## src/rtl/csvfs_pkg.sv

```systemverilog
`default_nettype none

package csvfs_pkg;

    // Default sizing
    localparam int DEF_MAX_FIELD_COUNT = 32;
    localparam int DEF_FIELD_BYTES     = 64;

    // Special bytes
    localparam logic [7:0] CH_COMMA = 8'h2C;
    localparam logic [7:0] CH_QUOTE = 8'h22;

    // Scanner states, one-hot
    typedef enum logic [3:0] {
        ST_START  = 4'b0001,
        ST_PLAIN  = 4'b0010,
        ST_QUOTED = 4'b0100,
        ST_AFTERQ = 4'b1000
    } t_scan_state;

    // One input word
    typedef struct packed {
        logic [7:0] data_byte;
        logic       end_of_record;
    } t_item;

    // One result word
    typedef struct packed {
        logic       write_valid;
        logic [4:0] field_index;
        logic [5:0] char_pos;
        logic [7:0] char_byte;
        logic       field_opened;
        logic [5:0] field_size;
        logic       record_done;
        logic [5:0] field_count;
    } t_result;

endpackage

`default_nettype wire

```

## src/rtl/csvfs_if.sv

```systemverilog
`default_nettype none

// Input channel: one record byte or an end-of-record marker per word
interface csvfs_in_if;
    logic       valid;
    logic       ready;
    logic [7:0] data_byte;
    logic       end_of_record;

    modport source (output valid, output data_byte, output end_of_record, input ready);
    modport sink   (input valid, input data_byte, input end_of_record, output ready);
endinterface

// Output channel: one result word per input word
interface csvfs_out_if;
    logic       valid;
    logic       ready;
    logic       write_valid;
    logic [4:0] field_index;
    logic [5:0] char_pos;
    logic [7:0] char_byte;
    logic       field_opened;
    logic [5:0] field_size;
    logic       record_done;
    logic [5:0] field_count;

    modport source (
        output valid, output write_valid, output field_index, output char_pos,
        output char_byte, output field_opened, output field_size,
        output record_done, output field_count, input ready
    );
    modport sink (
        input valid, input write_valid, input field_index, input char_pos,
        input char_byte, input field_opened, input field_size,
        input record_done, input field_count, output ready
    );
endinterface

`default_nettype wire

```

## src/rtl/csvfs_scan.sv

```systemverilog
`default_nettype none

// Scanner state and the per-word step logic
module csvfs_scan import csvfs_pkg::*; #(
    parameter int MAX_FIELD_COUNT = DEF_MAX_FIELD_COUNT,
    parameter int FIELD_BYTES     = DEF_FIELD_BYTES
) (
    input  wire logic    i_clk,
    input  wire logic    i_rst_n,
    input  wire logic    i_step,
    input  wire t_item   i_item,
    output t_result      o_res
);

    localparam int FW = (MAX_FIELD_COUNT > 1) ? $clog2(MAX_FIELD_COUNT) : 1;
    localparam int LW = $clog2(FIELD_BYTES);
    localparam logic [FW-1:0] FIELD_LAST = FW'(MAX_FIELD_COUNT - 1);
    localparam logic [LW-1:0] LEN_LAST   = LW'(FIELD_BYTES - 1);

    t_scan_state   r_state, n_state;
    logic [FW-1:0] r_field, n_field;
    logic [LW-1:0] r_len,   n_len;

    logic          is_quote;
    logic          is_comma;
    logic          keep;
    logic          delim;
    logic          room;
    logic          wr;
    logic [FW:0]   count;

    assign is_quote = (i_item.data_byte == CH_QUOTE);
    assign is_comma = (i_item.data_byte == CH_COMMA);
    assign room     = (r_len < LEN_LAST);
    assign count    = {1'b0, r_field} + {{FW{1'b0}}, 1'b1};

    // Classify the byte against the current state
    always_comb begin
        keep    = 1'b0;
        delim   = 1'b0;
        n_state = r_state;
        case (r_state)
            ST_START: begin
                if (is_quote) begin
                    n_state = ST_QUOTED;
                end else if (is_comma) begin
                    delim = 1'b1;
                end else begin
                    keep    = 1'b1;
                    n_state = ST_PLAIN;
                end
            end
            ST_PLAIN: begin
                if (is_comma) begin
                    delim = 1'b1;
                end else begin
                    keep = 1'b1;
                end
            end
            ST_QUOTED: begin
                if (is_quote) begin
                    n_state = ST_AFTERQ;
                end else begin
                    keep = 1'b1;
                end
            end
            ST_AFTERQ: begin
                // doubled quote keeps one quote; a comma ends the field; anything else falls back to plain
                if (is_quote) begin
                    keep    = 1'b1;
                    n_state = ST_QUOTED;
                end else if (is_comma) begin
                    delim = 1'b1;
                end else begin
                    keep    = 1'b1;
                    n_state = ST_PLAIN;
                end
            end
            default: begin
                n_state = ST_START;
            end
        endcase
        if (delim || i_item.end_of_record) begin
            n_state = ST_START;
        end
    end

    assign wr = keep && room;

    // Counters and result word
    always_comb begin
        n_field = r_field;
        n_len   = r_len;
        o_res   = '0;
        if (i_item.end_of_record) begin
            n_field           = '0;
            n_len             = '0;
            o_res.record_done = 1'b1;
            o_res.field_count = 6'(count);
        end else begin
            if (wr) begin
                n_len             = r_len + LW'(1);
                o_res.write_valid = 1'b1;
                o_res.char_pos    = 6'(r_len);
                o_res.char_byte   = i_item.data_byte;
            end
            if (delim && (r_field < FIELD_LAST)) begin
                n_field            = r_field + FW'(1);
                n_len              = '0;
                o_res.field_opened = 1'b1;
            end
            o_res.field_index = 5'(n_field);
            o_res.field_size  = 6'(n_len);
        end
    end

    // State registers
    always_ff @(posedge i_clk) begin
        if (!i_rst_n) begin
            r_state <= ST_START;
            r_field <= '0;
            r_len   <= '0;
        end else if (i_step) begin
            r_state <= n_state;
            r_field <= n_field;
            r_len   <= n_len;
        end
    end

endmodule

`default_nettype wire

```

## src/rtl/csv_field_splitter_top.sv

```systemverilog
`default_nettype none

// CSV field splitter. Takes one record byte, or an end-of-record marker, per
// word and returns exactly one result word for each: a write of (field index,
// position, byte) for every kept byte, a flag when a comma opens a new field,
// the running field length, and the field count at the end of a record.
// Quoted fields follow the usual rules: commas inside quotes are literal and a
// doubled quote stores one quote. A field keeps at most FIELD_BYTES-1 bytes;
// later bytes are dropped. From field MAX_FIELD_COUNT-1 on, commas are ignored
// and bytes join the last field. Throughput is one word per cycle while the
// output is not stalled; each word passes the input register, then the scanner
// step, then the result register, which offers its result. Input ready drops
// only when both registers are full and the output is stalled.
module csv_field_splitter_top import csvfs_pkg::*; #(
    parameter int MAX_FIELD_COUNT = DEF_MAX_FIELD_COUNT,
    parameter int FIELD_BYTES     = DEF_FIELD_BYTES
) (
    input  wire logic  i_clk,
    input  wire logic  i_rst_n,
    csvfs_in_if.sink   i_in,
    csvfs_out_if.source o_out
);

    logic    r_in_valid;
    t_item   r_in;
    logic    r_out_valid;
    t_result r_out;
    t_result res;
    logic    advance;

    // Word moves from input register to result register
    assign advance    = r_in_valid && (!r_out_valid || o_out.ready);
    assign i_in.ready = !r_in_valid || advance;

    // Input register
    always_ff @(posedge i_clk) begin
        if (!i_rst_n) begin
            r_in_valid <= 1'b0;
        end else if (i_in.ready) begin
            r_in_valid <= i_in.valid;
        end
    end

    always_ff @(posedge i_clk) begin
        if (i_in.ready && i_in.valid) begin
            r_in.data_byte     <= i_in.data_byte;
            r_in.end_of_record <= i_in.end_of_record;
        end
    end

    csvfs_scan #(
        .MAX_FIELD_COUNT (MAX_FIELD_COUNT),
        .FIELD_BYTES     (FIELD_BYTES)
    ) u_scan (
        .i_clk   (i_clk),
        .i_rst_n (i_rst_n),
        .i_step  (advance),
        .i_item  (r_in),
        .o_res   (res)
    );

    // Result register
    always_ff @(posedge i_clk) begin
        if (!i_rst_n) begin
            r_out_valid <= 1'b0;
        end else if (!r_out_valid || o_out.ready) begin
            r_out_valid <= r_in_valid;
        end
    end

    always_ff @(posedge i_clk) begin
        if (advance) begin
            r_out <= res;
        end
    end

    assign o_out.valid        = r_out_valid;
    assign o_out.write_valid  = r_out.write_valid;
    assign o_out.field_index  = r_out.field_index;
    assign o_out.char_pos     = r_out.char_pos;
    assign o_out.char_byte    = r_out.char_byte;
    assign o_out.field_opened = r_out.field_opened;
    assign o_out.field_size   = r_out.field_size;
    assign o_out.record_done  = r_out.record_done;
    assign o_out.field_count  = r_out.field_count;

`ifndef NO_ASSERTIONS
    // Input only stalls when the output side is full and held
    a_ready_stall: assert property (@(posedge i_clk) disable iff (!i_rst_n)
        !i_in.ready |-> (o_out.valid && !o_out.ready))
        else $error("input stalled while output free");

    // A write always leaves the length one past its position
    a_write_len: assert property (@(posedge i_clk) disable iff (!i_rst_n)
        (o_out.valid && o_out.write_valid) |->
        (o_out.field_size == 6'(o_out.char_pos + 6'd1)))
        else $error("field length does not follow write position");

    // A freshly opened field is empty and carries no write
    a_open_empty: assert property (@(posedge i_clk) disable iff (!i_rst_n)
        (o_out.valid && o_out.field_opened) |->
        (o_out.field_size == 6'd0 && !o_out.write_valid))
        else $error("opened field not empty");

    // End of record resets the reported position
    a_done_reset: assert property (@(posedge i_clk) disable iff (!i_rst_n)
        (o_out.valid && o_out.record_done) |->
        (o_out.field_index == 5'd0 && o_out.field_size == 6'd0 && !o_out.write_valid))
        else $error("end of record word carries field data");
`endif

endmodule

`default_nettype wire
```

## src/flat_wrapper.sv

```systemverilog
// flat-port wrapper written by rule: the top's interface ports become plain ports
module csv_field_splitter_top_flat import csvfs_pkg::*;
#(
    parameter int MAX_FIELD_COUNT = DEF_MAX_FIELD_COUNT,
    parameter int FIELD_BYTES     = DEF_FIELD_BYTES
)
  (i_clk, i_rst_n, i_in_valid, i_in_data_byte, i_in_end_of_record, i_in_ready, o_out_valid, o_out_write_valid, o_out_field_index, o_out_char_pos, o_out_char_byte, o_out_field_opened, o_out_field_size, o_out_record_done, o_out_field_count, o_out_ready);
  csvfs_in_if i_in_i ();
  csvfs_out_if o_out_i ();
  input  wire logic i_clk;
  input  wire logic i_rst_n;
  input wire logic [$bits(i_in_i.valid)-1:0] i_in_valid;
  input wire logic [$bits(i_in_i.data_byte)-1:0] i_in_data_byte;
  input wire logic [$bits(i_in_i.end_of_record)-1:0] i_in_end_of_record;
  output wire logic [$bits(i_in_i.ready)-1:0] i_in_ready;
  output wire logic [$bits(o_out_i.valid)-1:0] o_out_valid;
  output wire logic [$bits(o_out_i.write_valid)-1:0] o_out_write_valid;
  output wire logic [$bits(o_out_i.field_index)-1:0] o_out_field_index;
  output wire logic [$bits(o_out_i.char_pos)-1:0] o_out_char_pos;
  output wire logic [$bits(o_out_i.char_byte)-1:0] o_out_char_byte;
  output wire logic [$bits(o_out_i.field_opened)-1:0] o_out_field_opened;
  output wire logic [$bits(o_out_i.field_size)-1:0] o_out_field_size;
  output wire logic [$bits(o_out_i.record_done)-1:0] o_out_record_done;
  output wire logic [$bits(o_out_i.field_count)-1:0] o_out_field_count;
  input wire logic [$bits(o_out_i.ready)-1:0] o_out_ready;
  assign i_in_i.valid = i_in_valid;
  assign i_in_i.data_byte = i_in_data_byte;
  assign i_in_i.end_of_record = i_in_end_of_record;
  assign i_in_ready = i_in_i.ready;
  assign o_out_valid = o_out_i.valid;
  assign o_out_write_valid = o_out_i.write_valid;
  assign o_out_field_index = o_out_i.field_index;
  assign o_out_char_pos = o_out_i.char_pos;
  assign o_out_char_byte = o_out_i.char_byte;
  assign o_out_field_opened = o_out_i.field_opened;
  assign o_out_field_size = o_out_i.field_size;
  assign o_out_record_done = o_out_i.record_done;
  assign o_out_field_count = o_out_i.field_count;
  assign o_out_i.ready = o_out_ready;
  csv_field_splitter_top #(.MAX_FIELD_COUNT(MAX_FIELD_COUNT), .FIELD_BYTES(FIELD_BYTES)) u_core (.i_clk(i_clk), .i_rst_n(i_rst_n), .i_in(i_in_i), .o_out(o_out_i));
endmodule
```

## config.mk

```make
export PLATFORM = sky130hd
export DESIGN_NAME = csv_field_splitter_top_flat
export DESIGN_NICKNAME = d
export VERILOG_FILES = /design/src/rtl/csvfs_pkg.sv /design/src/rtl/csvfs_if.sv /design/src/rtl/csvfs_scan.sv /design/src/rtl/csv_field_splitter_top.sv /design/src/flat_wrapper.sv
export SDC_FILE = /design/constraint.sdc
export NUM_CORES = 1
export LEC_CHECK = 0
export BUFFER_PORTS_ARGS = -buffer_cell sky130_fd_sc_hd__buf_2
export CAP_MARGIN = 40
export CORE_AREA = 2 2 77 79
export DETAILED_ROUTE_END_ITERATION = 10
export DIE_AREA = 0 0 79 81
export GPL_ROUTABILITY_DRIVEN = 0
export HOLD_SLACK_MARGIN = 0.02
export PLACE_DENSITY = 0.86
export SLEW_MARGIN = 20
export SYNTH_ARGS = -nofsm -noshare
export SYNTH_HDL_FRONTEND = slang
export SYNTH_HIERARCHICAL = 1
export SYNTH_SLANG_ARGS = --single-unit
```

## constraint.sdc

```tcl
create_clock -name i_clk -period 8.8 [get_ports i_clk]
set_clock_uncertainty 0.2 [all_clocks]
set_input_delay 1.32 -clock i_clk [delete_from_list [all_inputs] [get_ports i_clk]]
set_output_delay 1.32 -clock i_clk [all_outputs]
set_load 0.05 [all_outputs]
```

==> qor.yml <==
yosys:
  syn_area_per_cell_um2: 11.1
  synth_top_area_share_pct: 43.2
  synth_nets: 286
  synthArstFlopShare_pct: 0
  synth_cells: 270
  ys_types: 57
  synth_area_leaders: "edfxtp_1 (43%), dfxtp_1 (11%), and2_1 (3.6%)"
  synth_edf_count: 43
  synth_flop_cell: "edfxtp_1"
  yosysWarnings: 6
  netlist_area_um2: 2990
  synth.most_common_cell: "edfxtp_1"
  yosysSeqAreaShare_pct: 54.6
  synth_top_area_cell: "edfxtp_1"
  synth_common_cells: "edfxtp_1 (43), nand2_1 (18), nor2_1 (18), and2_1 (17), dfxtp_1 (17)"
  synth.ff_latch_count: 60
timing:
  tightest_slew_ns: 0.859
  slew_headroom_pct: 42.5
  setup_ws_ns: 5.46
  period_needed_ns: 3.34
  drv_slew: 0
  fin_crit_sh_pct: 37.9
  final_hold_viol_count: 0
  finalSetupTns_ns: 0
  finalSetupViolCount: 0
  timing.fmax_mhz: 300
  rsz0062_at_grt: "false"
cts:
  cts_made_buffers: 9
  cts_tree: "built"
  clk_pin_slew_worst_paths_ns: 0.06
  cts-root-buf: "clkbuf_8"
  clockBufferDepth: 2
  htreeDepth: 3
  hold_buffers: 0
  cts.sinks: 60
  post-cts-setup-buffers: 0
  ctsResizeCount: 0
  insertion_delay_ns: 0.34
flow_run:
  cap_violations: 0
worst_setup_path:
  critPathLaunchType: "input pin"
  arrival_ns: 1.82
  path_class: "in2out"
  r2r_end: "u_core/o_out.field_size[0]"
  cp.required_ns: 7.28
  cp_max_fo: 2
  cp-end-kind: "primary output"
  reg2reg_depth: 6
  crit_start: "o_out_ready"
  rr_startpoint: "u_core/r_in[7]"
  r2r_setup_slack_ns: 5.92
global_route:
  grt_usage_pct: 20.3
  grt_max_degree: 55
  overflow: 0
  antenna_found_initial: 0
  first_global_vias: 2157
  grt_pass1_wl_um: 9800
power:
  ir_drop_v: 0.000119
  power.total_mw: 0.647
  leakage_nw: 1.31
  p_per_area_nw_per_um2: 186
layout:
  final_util_pct: 61.4
  drive_above_1_share_pct: 24.0
  num_antenna_cells: 0
  fillers: 496
  fin_nets: 332
  area_growth_pct: 16.6
worst_hold_path:
  hold_class: "reg2reg"
  holdPathEnd: "u_core/r_in_valid"
  min_delay_path_depth: 2
  min_from: "u_core/o_out.valid"
drt:
  drc: 0
  viasPerCell: 5.81
  vias: 2300
  drt_pre_antenna_iters: 4
  wl_per_cell_um: 15.6
  wl_um: 6190
  drt-initial-drc-count: 229
  antenna_left: 0
floorplanning:
  fp.dieArea_um2: 6400
  fp.dieH_um: 81
  core_um2: 5680
  die_x_um: 79
  ios: 49
  start_util_pct: 52.7
  rows: 28
run_status:
  status: "finished clean"
place:
  io_buffers: 48
  pre_cts_slack_ns: 5.44
  hpwl_um: 4030
[final cells by class]
cell class	count	area, µm²	share of cell area [%]
Sequential cell	60	1630	46.8
Multi-Input combinational cell	189	1270	36.6
Timing Repair Buffer	50	255	7.32
Clock buffer	11	131	3.77
Tap cell	75	93.8	2.69
Clock inverter	5	76.3	2.19
Inverter	6	22.5	0.646
[layer usage]
| layer | wire [µm] | vias up | GRT usage (%) |
|---|---|---|---|
| met2 | 3100 | 104 | 33.5 |
| met1 | 2510 | 1065 | 23.1 |
| met3 | 412 | 21 | 6.78 |
| li1 | - | 1110 | - |
| met4 | 172 | 0 | 11.9 |
| met5 | 0 | - | 0 |
[worst max-delay path, cell delays in order]
cell and delay [ns]:
buf_2 0.11, nand3b_4 0.13, buf_2 0.26
[worst max path at each step]
| stage | to | slack [ns] |
|---|---|---|
| after floorplan | u_core/u_scan/r_field[4] | 4.68 |
| after global placement | i_in_ready | 5.47 |
| after detailed placement | u_core/u_scan/r_state[0] | 5.44 |
| after CTS | i_in_ready | 5.45 |
| after global routing | i_in_ready | 5.44 |
| final | i_in_ready | 5.46 |
[stage by stage]
stage	cell area, µm²	hold WS [ns]	cells
floorplan	2990	0.293	270
global placement	3270	0.315	379
detailed placement	3270	0.324	379
CTS	3480	0.340	395
global route	3490	0.356	396
finish	3490	0.333	396
[cell usage in the layout, fill, tap and decap left out, drive strengths merged, types with 8 or more instances in the layout]
cell type and n:
a211o 8, a21o 8, a21oi 15, and2 17, buf 49, clkbuf 12
dfxtp 17, edfxtp 43, nand2 18, nand3 14, nor2 18
[sequential cells by signal (all words and copies together) (netlist names)]
signal	flops
u_core/o_out.write_valid	1
u_core/r_in	9
u_core/o_out.field_size	6
u_core/u_scan/r_field	5
u_core/o_out.record_done	1
u_core/o_out.valid	1
u_core/o_out.field_count	6
u_core/o_out.char_byte	8
u_core/o_out.char_pos	6
u_core/o_out.field_index	5
u_core/u_scan/r_state	4
u_core/r_in_valid	1
u_core/u_scan/r_len	6
u_core/o_out.field_opened	1
[cell families after synthesis]
kind of cell               after synthesis  share of synthesized area, %
buffers and inverters                   21                          3.01
AOI/OAI and AO/OA                       61                          14.8
xor gates and xnor gates                 9                          2.64
muxes                                    3                          1.05
DFF                                     60                          54.6
adders and majority gates                3                          1.26
and+or+nand+nor                        113                          22.6
[report_power, final]
| group | internal [mW] | switching (mW) |
|---|---|---|
| Combinational | 0.0172 | 0.0501 |
| Sequential | 0.315 | 0.00710 |
| Clock | 0.158 | 0.100 |
| Total | 0.490 | 0.158 |
Note: power is estimated with default switching activity, not from simulation.
